**src/hw/rtl/vna_pkg.sv**
```systemverilog
`default_nettype none
package vna_pkg;

  localparam int IDX_W = 10;
  localparam int POS_W = 16;
  localparam int NRM_W = 16;
  localparam int SUM_W = 20;
  localparam int DIF_W = 17;
  localparam int PRD_W = 34;
  localparam int CRS_W = 35;
  localparam int UZ_W  = 41;
  localparam int LEN_W = 62;
  localparam int SQ_W  = 60;
  localparam int MAG_W = 30;
  localparam int RT_W  = 31;
  localparam int QT_W  = 15;

  localparam logic [QT_W-1:0] ONE_Q14 = 15'd16384;
  localparam logic [SUM_W-1:0] SUM_MAX = 20'h7FFFF;
  localparam logic [SUM_W-1:0] SUM_MIN = 20'h80000;

  typedef enum logic [1:0] {
    KIND_LOAD = 2'd0,
    KIND_TRI  = 2'd1,
    KIND_READ = 2'd2
  } kind_t;

  typedef logic signed [UZ_W-1:0] uz_vec_t;
  typedef logic signed [NRM_W-1:0] nrm_t;

  typedef struct packed {
    logic start;
    logic invert;
  } uz_ctl_t;

  typedef struct packed {
    logic busy;
    logic done;
  } uz_sts_t;

  typedef enum logic [3:0] {
    ST_CLEAR,
    ST_IDLE,
    ST_TP0,
    ST_TP1,
    ST_TP2,
    ST_XPRD,
    ST_TNRM,
    ST_ARD,
    ST_AWR,
    ST_RWAIT,
    ST_RNRM,
    ST_ROUT
  } vna_state_t;

  typedef enum logic [2:0] {
    UZ_IDLE,
    UZ_NORM,
    UZ_SQ,
    UZ_SQRT,
    UZ_DINIT,
    UZ_DSTEP,
    UZ_DEND,
    UZ_FIN
  } uz_state_t;

endpackage
`default_nettype wire

```
**src/hw/rtl/vna_unitize.sv**
```systemverilog
`default_nettype none
module vna_unitize import vna_pkg::*; (
  input  logic    clk,
  input  logic    rst_n,
  input  uz_ctl_t ctl,
  input  uz_vec_t vin [3],
  output uz_sts_t sts,
  output nrm_t    vout [3]
);

  uz_state_t        st_r, st_nxt;
  logic             inv_r;
  logic             neg_r [3];
  logic [UZ_W-1:0]  m_r [3];
  logic [4:0]       cnt_r;
  logic [1:0]       k_r;
  logic [SQ_W-1:0]  prd_r;
  logic [LEN_W-1:0] len_r;
  logic [LEN_W-1:0] x_r;
  logic [LEN_W-1:0] res_r;
  logic [LEN_W-1:0] bit_r;
  logic [RT_W-1:0]  rem_r;
  logic [QT_W-1:0]  nsh_r;
  logic [QT_W-1:0]  q_r;
  nrm_t             o_r [3];

  logic             any_hi, any_29, all_zero;
  logic [MAG_W-1:0] sq_sel, dv_sel;
  logic [LEN_W-1:0] sq_try;
  logic [44:0]      num;
  logic [RT_W:0]    dv_try;
  logic             dv_ge;
  logic [RT_W-1:0]  root;
  logic [QT_W-1:0]  q_cap;
  nrm_t             q_ext;
  logic             q_neg;

  always_comb begin
    any_hi   = (|m_r[0][UZ_W-1:MAG_W]) | (|m_r[1][UZ_W-1:MAG_W]) | (|m_r[2][UZ_W-1:MAG_W]);
    any_29   = m_r[0][MAG_W-1] | m_r[1][MAG_W-1] | m_r[2][MAG_W-1];
    all_zero = ~|(m_r[0] | m_r[1] | m_r[2]);
    case (cnt_r[1:0])
      2'd0:    sq_sel = m_r[0][MAG_W-1:0];
      2'd1:    sq_sel = m_r[1][MAG_W-1:0];
      default: sq_sel = m_r[2][MAG_W-1:0];
    endcase
    case (k_r)
      2'd0:    dv_sel = m_r[0][MAG_W-1:0];
      2'd1:    dv_sel = m_r[1][MAG_W-1:0];
      default: dv_sel = m_r[2][MAG_W-1:0];
    endcase
    sq_try = res_r + bit_r;
    root   = res_r[RT_W-1:0];
    num    = {1'b0, dv_sel, 14'b0} + {15'b0, root[RT_W-1:1]};
    dv_try = {rem_r, nsh_r[QT_W-1]};
    dv_ge  = dv_try >= {1'b0, root};
    q_cap  = (q_r > ONE_Q14) ? ONE_Q14 : q_r;
    q_ext  = nrm_t'({1'b0, q_cap});
    case (k_r)
      2'd0:    q_neg = neg_r[0] != inv_r;
      2'd1:    q_neg = neg_r[1] != inv_r;
      default: q_neg = neg_r[2] != inv_r;
    endcase
  end

  always_comb begin
    st_nxt = st_r;
    case (st_r)
      UZ_IDLE:  if (ctl.start) st_nxt = UZ_NORM;
      UZ_NORM: begin
        if (all_zero) st_nxt = UZ_FIN;
        else if (!any_hi && any_29) st_nxt = UZ_SQ;
      end
      UZ_SQ:    if (cnt_r == 5'd4) st_nxt = UZ_SQRT;
      UZ_SQRT:  if (cnt_r == 5'd30) st_nxt = UZ_DINIT;
      UZ_DINIT: st_nxt = UZ_DSTEP;
      UZ_DSTEP: if (cnt_r == 5'd14) st_nxt = UZ_DEND;
      UZ_DEND:  st_nxt = (k_r == 2'd2) ? UZ_FIN : UZ_DINIT;
      UZ_FIN:   st_nxt = UZ_IDLE;
      default:  st_nxt = UZ_IDLE;
    endcase
  end

  always_comb begin
    sts.busy = st_r != UZ_IDLE;
    sts.done = st_r == UZ_FIN;
    for (int i = 0; i < 3; i++) vout[i] = o_r[i];
  end

  always_ff @(posedge clk) begin
    if (!rst_n) st_r <= UZ_IDLE;
    else        st_r <= st_nxt;
  end

  always_ff @(posedge clk) begin
    case (st_r)
      UZ_IDLE: begin
        if (ctl.start) begin
          inv_r <= ctl.invert;
          for (int i = 0; i < 3; i++) begin
            neg_r[i] <= vin[i][UZ_W-1];
            m_r[i]   <= vin[i][UZ_W-1] ? (~vin[i] + 1'b1) : vin[i];
          end
        end
      end
      UZ_NORM: begin
        cnt_r <= '0;
        len_r <= '0;
        if (all_zero) begin
          for (int i = 0; i < 3; i++) o_r[i] <= '0;
        end else if (any_hi) begin
          for (int i = 0; i < 3; i++) m_r[i] <= m_r[i] >> 1;
        end else if (!any_29) begin
          for (int i = 0; i < 3; i++) m_r[i] <= m_r[i] << 1;
        end
      end
      UZ_SQ: begin
        if (cnt_r < 5'd3) prd_r <= sq_sel * sq_sel;
        if (cnt_r != 5'd0) len_r <= len_r + {2'b0, prd_r};
        if (cnt_r == 5'd4) begin
          x_r   <= len_r;
          res_r <= '0;
          bit_r <= LEN_W'(1) << 60;
          cnt_r <= '0;
        end else begin
          cnt_r <= cnt_r + 5'd1;
        end
      end
      UZ_SQRT: begin
        if (x_r >= sq_try) begin
          x_r   <= x_r - sq_try;
          res_r <= (res_r >> 1) + bit_r;
        end else begin
          res_r <= res_r >> 1;
        end
        bit_r <= bit_r >> 2;
        cnt_r <= cnt_r + 5'd1;
        k_r   <= '0;
      end
      UZ_DINIT: begin
        rem_r <= {1'b0, num[44:15]};
        nsh_r <= num[14:0];
        q_r   <= '0;
        cnt_r <= '0;
      end
      UZ_DSTEP: begin
        rem_r <= dv_ge ? RT_W'(dv_try - {1'b0, root}) : dv_try[RT_W-1:0];
        nsh_r <= nsh_r << 1;
        q_r   <= {q_r[QT_W-2:0], dv_ge};
        cnt_r <= cnt_r + 5'd1;
      end
      UZ_DEND: begin
        case (k_r)
          2'd0:    o_r[0] <= q_neg ? -q_ext : q_ext;
          2'd1:    o_r[1] <= q_neg ? -q_ext : q_ext;
          default: o_r[2] <= q_neg ? -q_ext : q_ext;
        endcase
        k_r <= k_r + 2'd1;
      end
      default: begin
      end
    endcase
  end

endmodule
`default_nettype wire

```
**config.mk**
```make
export PLATFORM = sky130hd
export DESIGN_NAME = vna_unitize
export DESIGN_NICKNAME = d
export VERILOG_FILES = /design/src/hw/rtl/vna_pkg.sv /design/src/hw/rtl/vna_unitize.sv
export SDC_FILE = /design/constraint.sdc
export NUM_CORES = 2
export LEC_CHECK = 0
export ABC_AREA = 1
export BUFFER_PORTS_ARGS = -buffer_cell sky130_fd_sc_hd__buf_2
export CAP_MARGIN = 20
export CORE_ASPECT_RATIO = 1.75
export CORE_MARGIN = 2
export CORE_UTILIZATION = 60
export DETAILED_ROUTE_END_ITERATION = 10
export PLACE_DENSITY = 0.85
export SKIP_LAST_GASP = 1
export SYNTH_ARGS = -nofsm -noshare
export SYNTH_HDL_FRONTEND = slang
export SYNTH_SLANG_ARGS = --single-unit
```
**constraint.sdc**
```tcl
create_clock -name clk -period 15.6 [get_ports clk]
set_clock_uncertainty 0.1 [all_clocks]
set_input_delay 4.68 -clock clk [delete_from_list [all_inputs] [get_ports clk]]
set_output_delay 4.68 -clock clk [all_outputs]
set_load 0.005 [all_outputs]
```
### Yosys cells after proc, flatten, opt, wreduce, memory -nomap -nowiden

Memory sizes are Yosys's and may differ from the RTL's.
Cells that the tools add are included.

* register bits after elaboration: 380
* logic and storage cells: 164
* bits of input ports: 127
* output and inout port bits: 50
* bits in writable memories: 174
* memories kept: 3

* eq/ne operators: 23
* reduce and logical (&&, ||, !) cells: 25
* bitwise operators: 18
* multiplexer cells: 66
* magnitude comparators: 4
* multipliers: 1
* add/subtract/negate cells: 12

Memories
* m_r: depth 3, bits a word 41, read ports 3, clocked after memory_dff 0, wr ports 3, line vna_unitize.sv:14 `logic [UZ_W-1:0] m_r [3];`
* o_r: depth 3, bits a word 16, read ports 3, clocked after memory_dff 0, wr ports 3, line vna_unitize.sv:25 `nrm_t o_r [3];`
* neg_r: depth 3, bits a word 1, read ports 3, clocked after memory_dff 0, wr ports 3, line vna_unitize.sv:13 `logic neg_r [3];`

Operators with widths (count)
* $pmux 62 s2: 4
* $mux 62: 6
* $mux 41: 9
* $add 41x1->41 const B: 3
* $not 41->41: 3
* $pmux 30 s2: 2
* $or 41x41->41: 2
* $mux 16: 4
* $add 61x62->62: 1
* $add 62x60->62: 1
* $add 62x62->62: 1
* $ge 62x62->1: 1
* $pmux 31 s2: 1
* $sub 62x62->62: 1
* $mul 30x30->60: 1
* $pmux 15 s2: 2
* $add 44x30->45: 1
* $reduce_or 41->1: 1
* $reduce_or 11->1: 3
* $ge 32x31->1: 1
* $mux 31: 1
* $sub 31x31->31: 1
* $mux 1: 24
* $pmux 3 s8: 1
* 35 further kinds: 74

### Longest topological paths before layout

An unclocked memory read counts as a cell.

* word-level depth: 10
* depth in mapped cells: 40
* mapped depth without buffers: 37

### Worst setup path before layout

OpenSTA, ideal clock, no wires.

* path type: in2reg
* from: input ctl[1] (netlist name)
* to: memory m_r[0][0], enable pin
* data arrival time: 13326 ps
* setup slack: 1399 ps
* path buffers: 0
* stages on the path: 2
* data required time: 14725 ps
* library setup time: 775 ps
* cells stage by stage: inv_1 -> o21ai_0

RTL lines
* start, declared: line vna_unitize.sv:5 `input uz_ctl_t ctl,`
* end, declared: line vna_unitize.sv:14

### Worst setup path in the final report

* from: register cnt_r[0]
* to: register prd_r[56], data pin

* longest elaborated chain between the ends: 3
* elaborated cells between the ends (all ways): 4
* those cells by class: mul: 1; eq/ne: 1; mux: 1; reduce/logical: 1

RTL lines
* start, declared: line vna_unitize.sv:15 `logic [4:0] cnt_r;`
* start signal, assigned: line vna_unitize.sv:126 `cnt_r <= cnt_r + 5'd1;`
* start signal, assigned: line vna_unitize.sv:137 `cnt_r <= cnt_r + 5'd1;`
* start signal, assigned: line vna_unitize.sv:150 `cnt_r <= cnt_r + 5'd1;`
* $eq 2x1->1 or $logic_not 2->1 (tied branches): line vna_unitize.sv:42 `case (cnt_r[1:0])`
* $pmux 30 s2 *: line vna_unitize.sv:42
* $mul 30x30->60 *: line vna_unitize.sv:118 `if (cnt_r < 5'd3) prd_r <= sq_sel * sq_sel;`
* end signal, assigned: line vna_unitize.sv:118
* end, declared: line vna_unitize.sv:17 `logic [SQ_W-1:0] prd_r;`

Every way passes the cells marked *; elsewhere a longest branch is shown, timed or not.
A chain may end at the register's enable or synchronous reset.

==> results by group <==
Clocking
  – CTS tree: done
  – Sink Count: 522
  – CTS root buf: clkbuf_16
  – Worst-skew pair later-pin latency: 0.75 ns
  – Post-CTS Hold Fix Bufs: 0
  – CTS Buffer Depth: 3
  – # Post-CTS Setup Buffers: 0
  – CTS buffer count: 55
  – Worst-path clk slew: 0.07 ns
  – Resized cells post-CTS: 0
  – H-tree depth: 2

GRT
  – Met3 GRT Util: 0.132
  – Gr ovfl total: 0
  – Met1 Usage GRT: 0.458
  – Overall Global Routing Usage: 0.496
  – Initial antenna violation count: 20
  – Number of global-route vias before repair: 77.5k
  – Met2 GRT Util: 0.834
  – Grt peak-use layer: met2
  – Largest net degree at the start of global routing: 110
  – First-pass GRT wire length: 468,000 um

Route
  – DRC Markers: 0
  – Iter 0 DRT Violations: 8,327
  – Pre-antenna DRT Iters: 9
  – Routed WL: 313,000 um
  – DR vias: 74.7k
  – DR WL/cell: 25.3 um
  – Vias/cell: 6.04
  – Final ANT Viol Nets: 0

Worst hold path
  – Hold crit path type: flip-flop to flip-flop

Floorplanning
  – FP Rows: 171
  – Die width: 270 um
  – I/O pin cnt: 177
  – Initial Util: 0.603
  – Die height: 470 um
  – Core area: 0.124 mm2
  – Die Area: 0.127 mm2

Synthesis
  – Area of the mapped netlist: 0.0745 mm2
  – Synth top area cells: edfxtp_1 (21%), fa_1 (19%), nand2_1 (15%)
  – Synth area leader: edfxtp_1
  – Synth Instances: 10.6k
  – Netlist cell types: 58
  – Post-synthesis sequential area ratio: 0.210
  – Post-synth EDFFs: 519
  – Post-Syn Nets: 11.9k
  – Synth Flop Type: edfxtp_1
  – Syn Area/Cell: 7.02 um2
  – Post-synth ARST share: 0
  – Synthesis Warnings: 0
  – Top-area cell type share of the netlist area: 0.209
  – Seq cells post-synth: 522

Timing
  – Fin Hold WS: 0.441 ns
  – RSZ-0062 raised after global routing: no
  – Slew @ Worst Pin: 1.15 ns
  – Max Slew Vio Count: 0
  – Period Utilization, post-route: 0.634
  – Slew headroom: 0.223
  – Final Critical Period: 9.89 ns
  – Setup violations, final: 0
  – Setup TNS: 0 ns
  – Final Hold Viols: 0
  – Fmax: 0.101 GHz

Flow run
  – MaxCap Viol Count: 0

Worst setup path
  – Crit start category: flip-flop
  – Critical Path AT: 10.31 ns
  – Worst stage delay on the critical path: 0.76 ns
  – Worst path slowest cell: inv_1
  – CP Class: flip-flop to flip-flop
  – Worst Path Required: 16.02 ns
  – Crit path max fanout: 27
  – Critical Path Sink Type: flip-flop
  – Reg2Reg Setup Slack: 5.71 ns

Placed design
  – DP HPWL: 252,000 um
  – PortBufs: 176
  – Global placer's final weighted congestion: 1.14

Layout
  – Fillers: 11.2k
  – Area grow syn2layout: 5.92%
  – Register area: 0.0156 mm2
  – Final nets: 12.0k
  – Layout cells sized above 1: 0.0423
  – Area of the multi-input gates: 0.0497 mm2

Status
  – Status: finished, final reports clean
## synth_stat cells (all sizes together), types with 51 or more instances
library cell	instances
edfxtp	519
nand4	106
a21oi	502
o21ai	552
nand3b	56
nand3	541
ha	497
fa	698
xor2	172
nor3	84
nor2	1021
buf	126
inv	2235
o211ai	61
o21bai	51
nand2	3011
xnor2	97
clkbuf	117
## metrics by stage
| stage | area [um2] | std cells | util | setup slack [ns] |
|---|---|---|---|---|
| final | 78900 | 12400 | 0.638 | 5.71 |
| after global routing | 78900 | 12400 | 0.638 | 5.53 |
| after CTS | 78900 | 12400 | 0.638 | 6.03 |
| after detailed placement | 77100 | 12200 | 0.624 | 6.01 |
| after global placement | 77100 | 12200 | 0.624 | 6.11 |
| after floorplan | 74500 | 10600 | - | 1.40 |
## cell usage in the layout (no fill, tap or decap), drive strengths merged, types with 2 or more instances in the layout
| cell | synthesis | final |
|---|---|---|
| nand2 | 3011 | 3011 |
| buf | 126 | 238 |
| a21oi | 502 | 502 |
| or2 | 22 | 22 |
| o31ai | 3 | 3 |
| a21o | 23 | 23 |
| o221ai | 28 | 28 |
| nor4 | 16 | 16 |
| nand3 | 541 | 541 |
| clkinv | 2 | 20 |
| nand3b | 56 | 56 |
| nor3 | 84 | 84 |
| nand4 | 106 | 106 |
| nor2 | 1021 | 1021 |
| a31oi | 8 | 8 |
| xnor2 | 97 | 97 |
| edfxtp | 519 | 519 |
| bufinv | 0 | 2 |
| and2 | 12 | 12 |
| a21boi | 2 | 2 |
| a211oi | 4 | 4 |
| inv | 2235 | 2242 |
| a22oi | 5 | 5 |
| o21bai | 51 | 51 |
| diode | 0 | 20 |
| clkbuf | 117 | 64 |
| fa | 698 | 698 |
| clkinvlp | 0 | 11 |
| o22ai | 20 | 20 |
| xor2 | 172 | 172 |
| o211ai | 61 | 61 |
| nand2b | 2 | 2 |
| nor3b | 2 | 2 |
| o21ai | 552 | 552 |
| o21a | 6 | 6 |
| dfxtp | 3 | 3 |
| and3 | 4 | 4 |
| ha | 497 | 497 |
## logic make-up after synthesis
logic type / after synthesis / synth area share
AND/OR/NAND/NOR: 4878 / 0.267
buffers and inverters: 2480 / 0.128
AO/OA/AOI/OAI: 1266 / 0.0931
adder cells (fa/ha/maj): 1195 / 0.271
flip-flops: 522 / 0.210
XOR/XNOR: 269 / 0.0316
multiplexers: 1 / 0.000151
## layout make-up
| cell class | instances | area share |
|---|---|---|
| inverters | 2237 | 0.106 |
| clock buffers | 63 | 0.0178 |
| well taps | 1643 | 0.0260 |
| multi-input cells | 7609 | 0.629 |
| clock inverters | 38 | 0.00444 |
| flip-flops and latches | 522 | 0.198 |
| repair buffers | 239 | 0.0172 |
| diodes | 20 | 0.000634 |
## registers in the layout (all words and copies together), names as in the netlist
signal,count
x_r,62
inv_r,1
neg_r,3
k_r,2
rem_r,31
prd_r,59
o_r,48
m_r,123
res_r,62
cnt_r,5
st_r,3
bit_r,31
len_r,62
nsh_r,15
q_r,15
## worst max-delay path: cells and delay by family (launching register included)
kind	cells	cell delay, ns
adder cells (fa/ha/maj)	10	4.41
buffers and inverters	10	2.00
flip-flops	1	0.45
AO/OA/AOI/OAI	6	1.94
AND/OR/NAND/NOR	7	0.75
## worst paths after layout
| kind | start | end | depth (start not counted) |
|---|---|---|---|
| max reg2reg | cnt_r[0]$_DFFE_PP_ | prd_r[56]$_DFFE_PP_ | 33 |
| min | nsh_r[7]$_DFFE_PN_ | nsh_r[8]$_DFFE_PN_ | 2 |
| min reg2reg | nsh_r[7]$_DFFE_PN_ | nsh_r[8]$_DFFE_PN_ | 2 |
| max | cnt_r[0]$_DFFE_PP_ | prd_r[56]$_DFFE_PP_ | 33 |
## per-layer routing
metal  vias to the layer above  routed length [um]
met5                         -                  29
met4                         4               45500
met3                      2128               29400
met2                      4758              149000
met1                     34700               89700
li1                      33200                   -
Power is left out: the tool's default activity adds up to more than one toggle a clock period on the data nets, which glitch-free logic cannot reach.
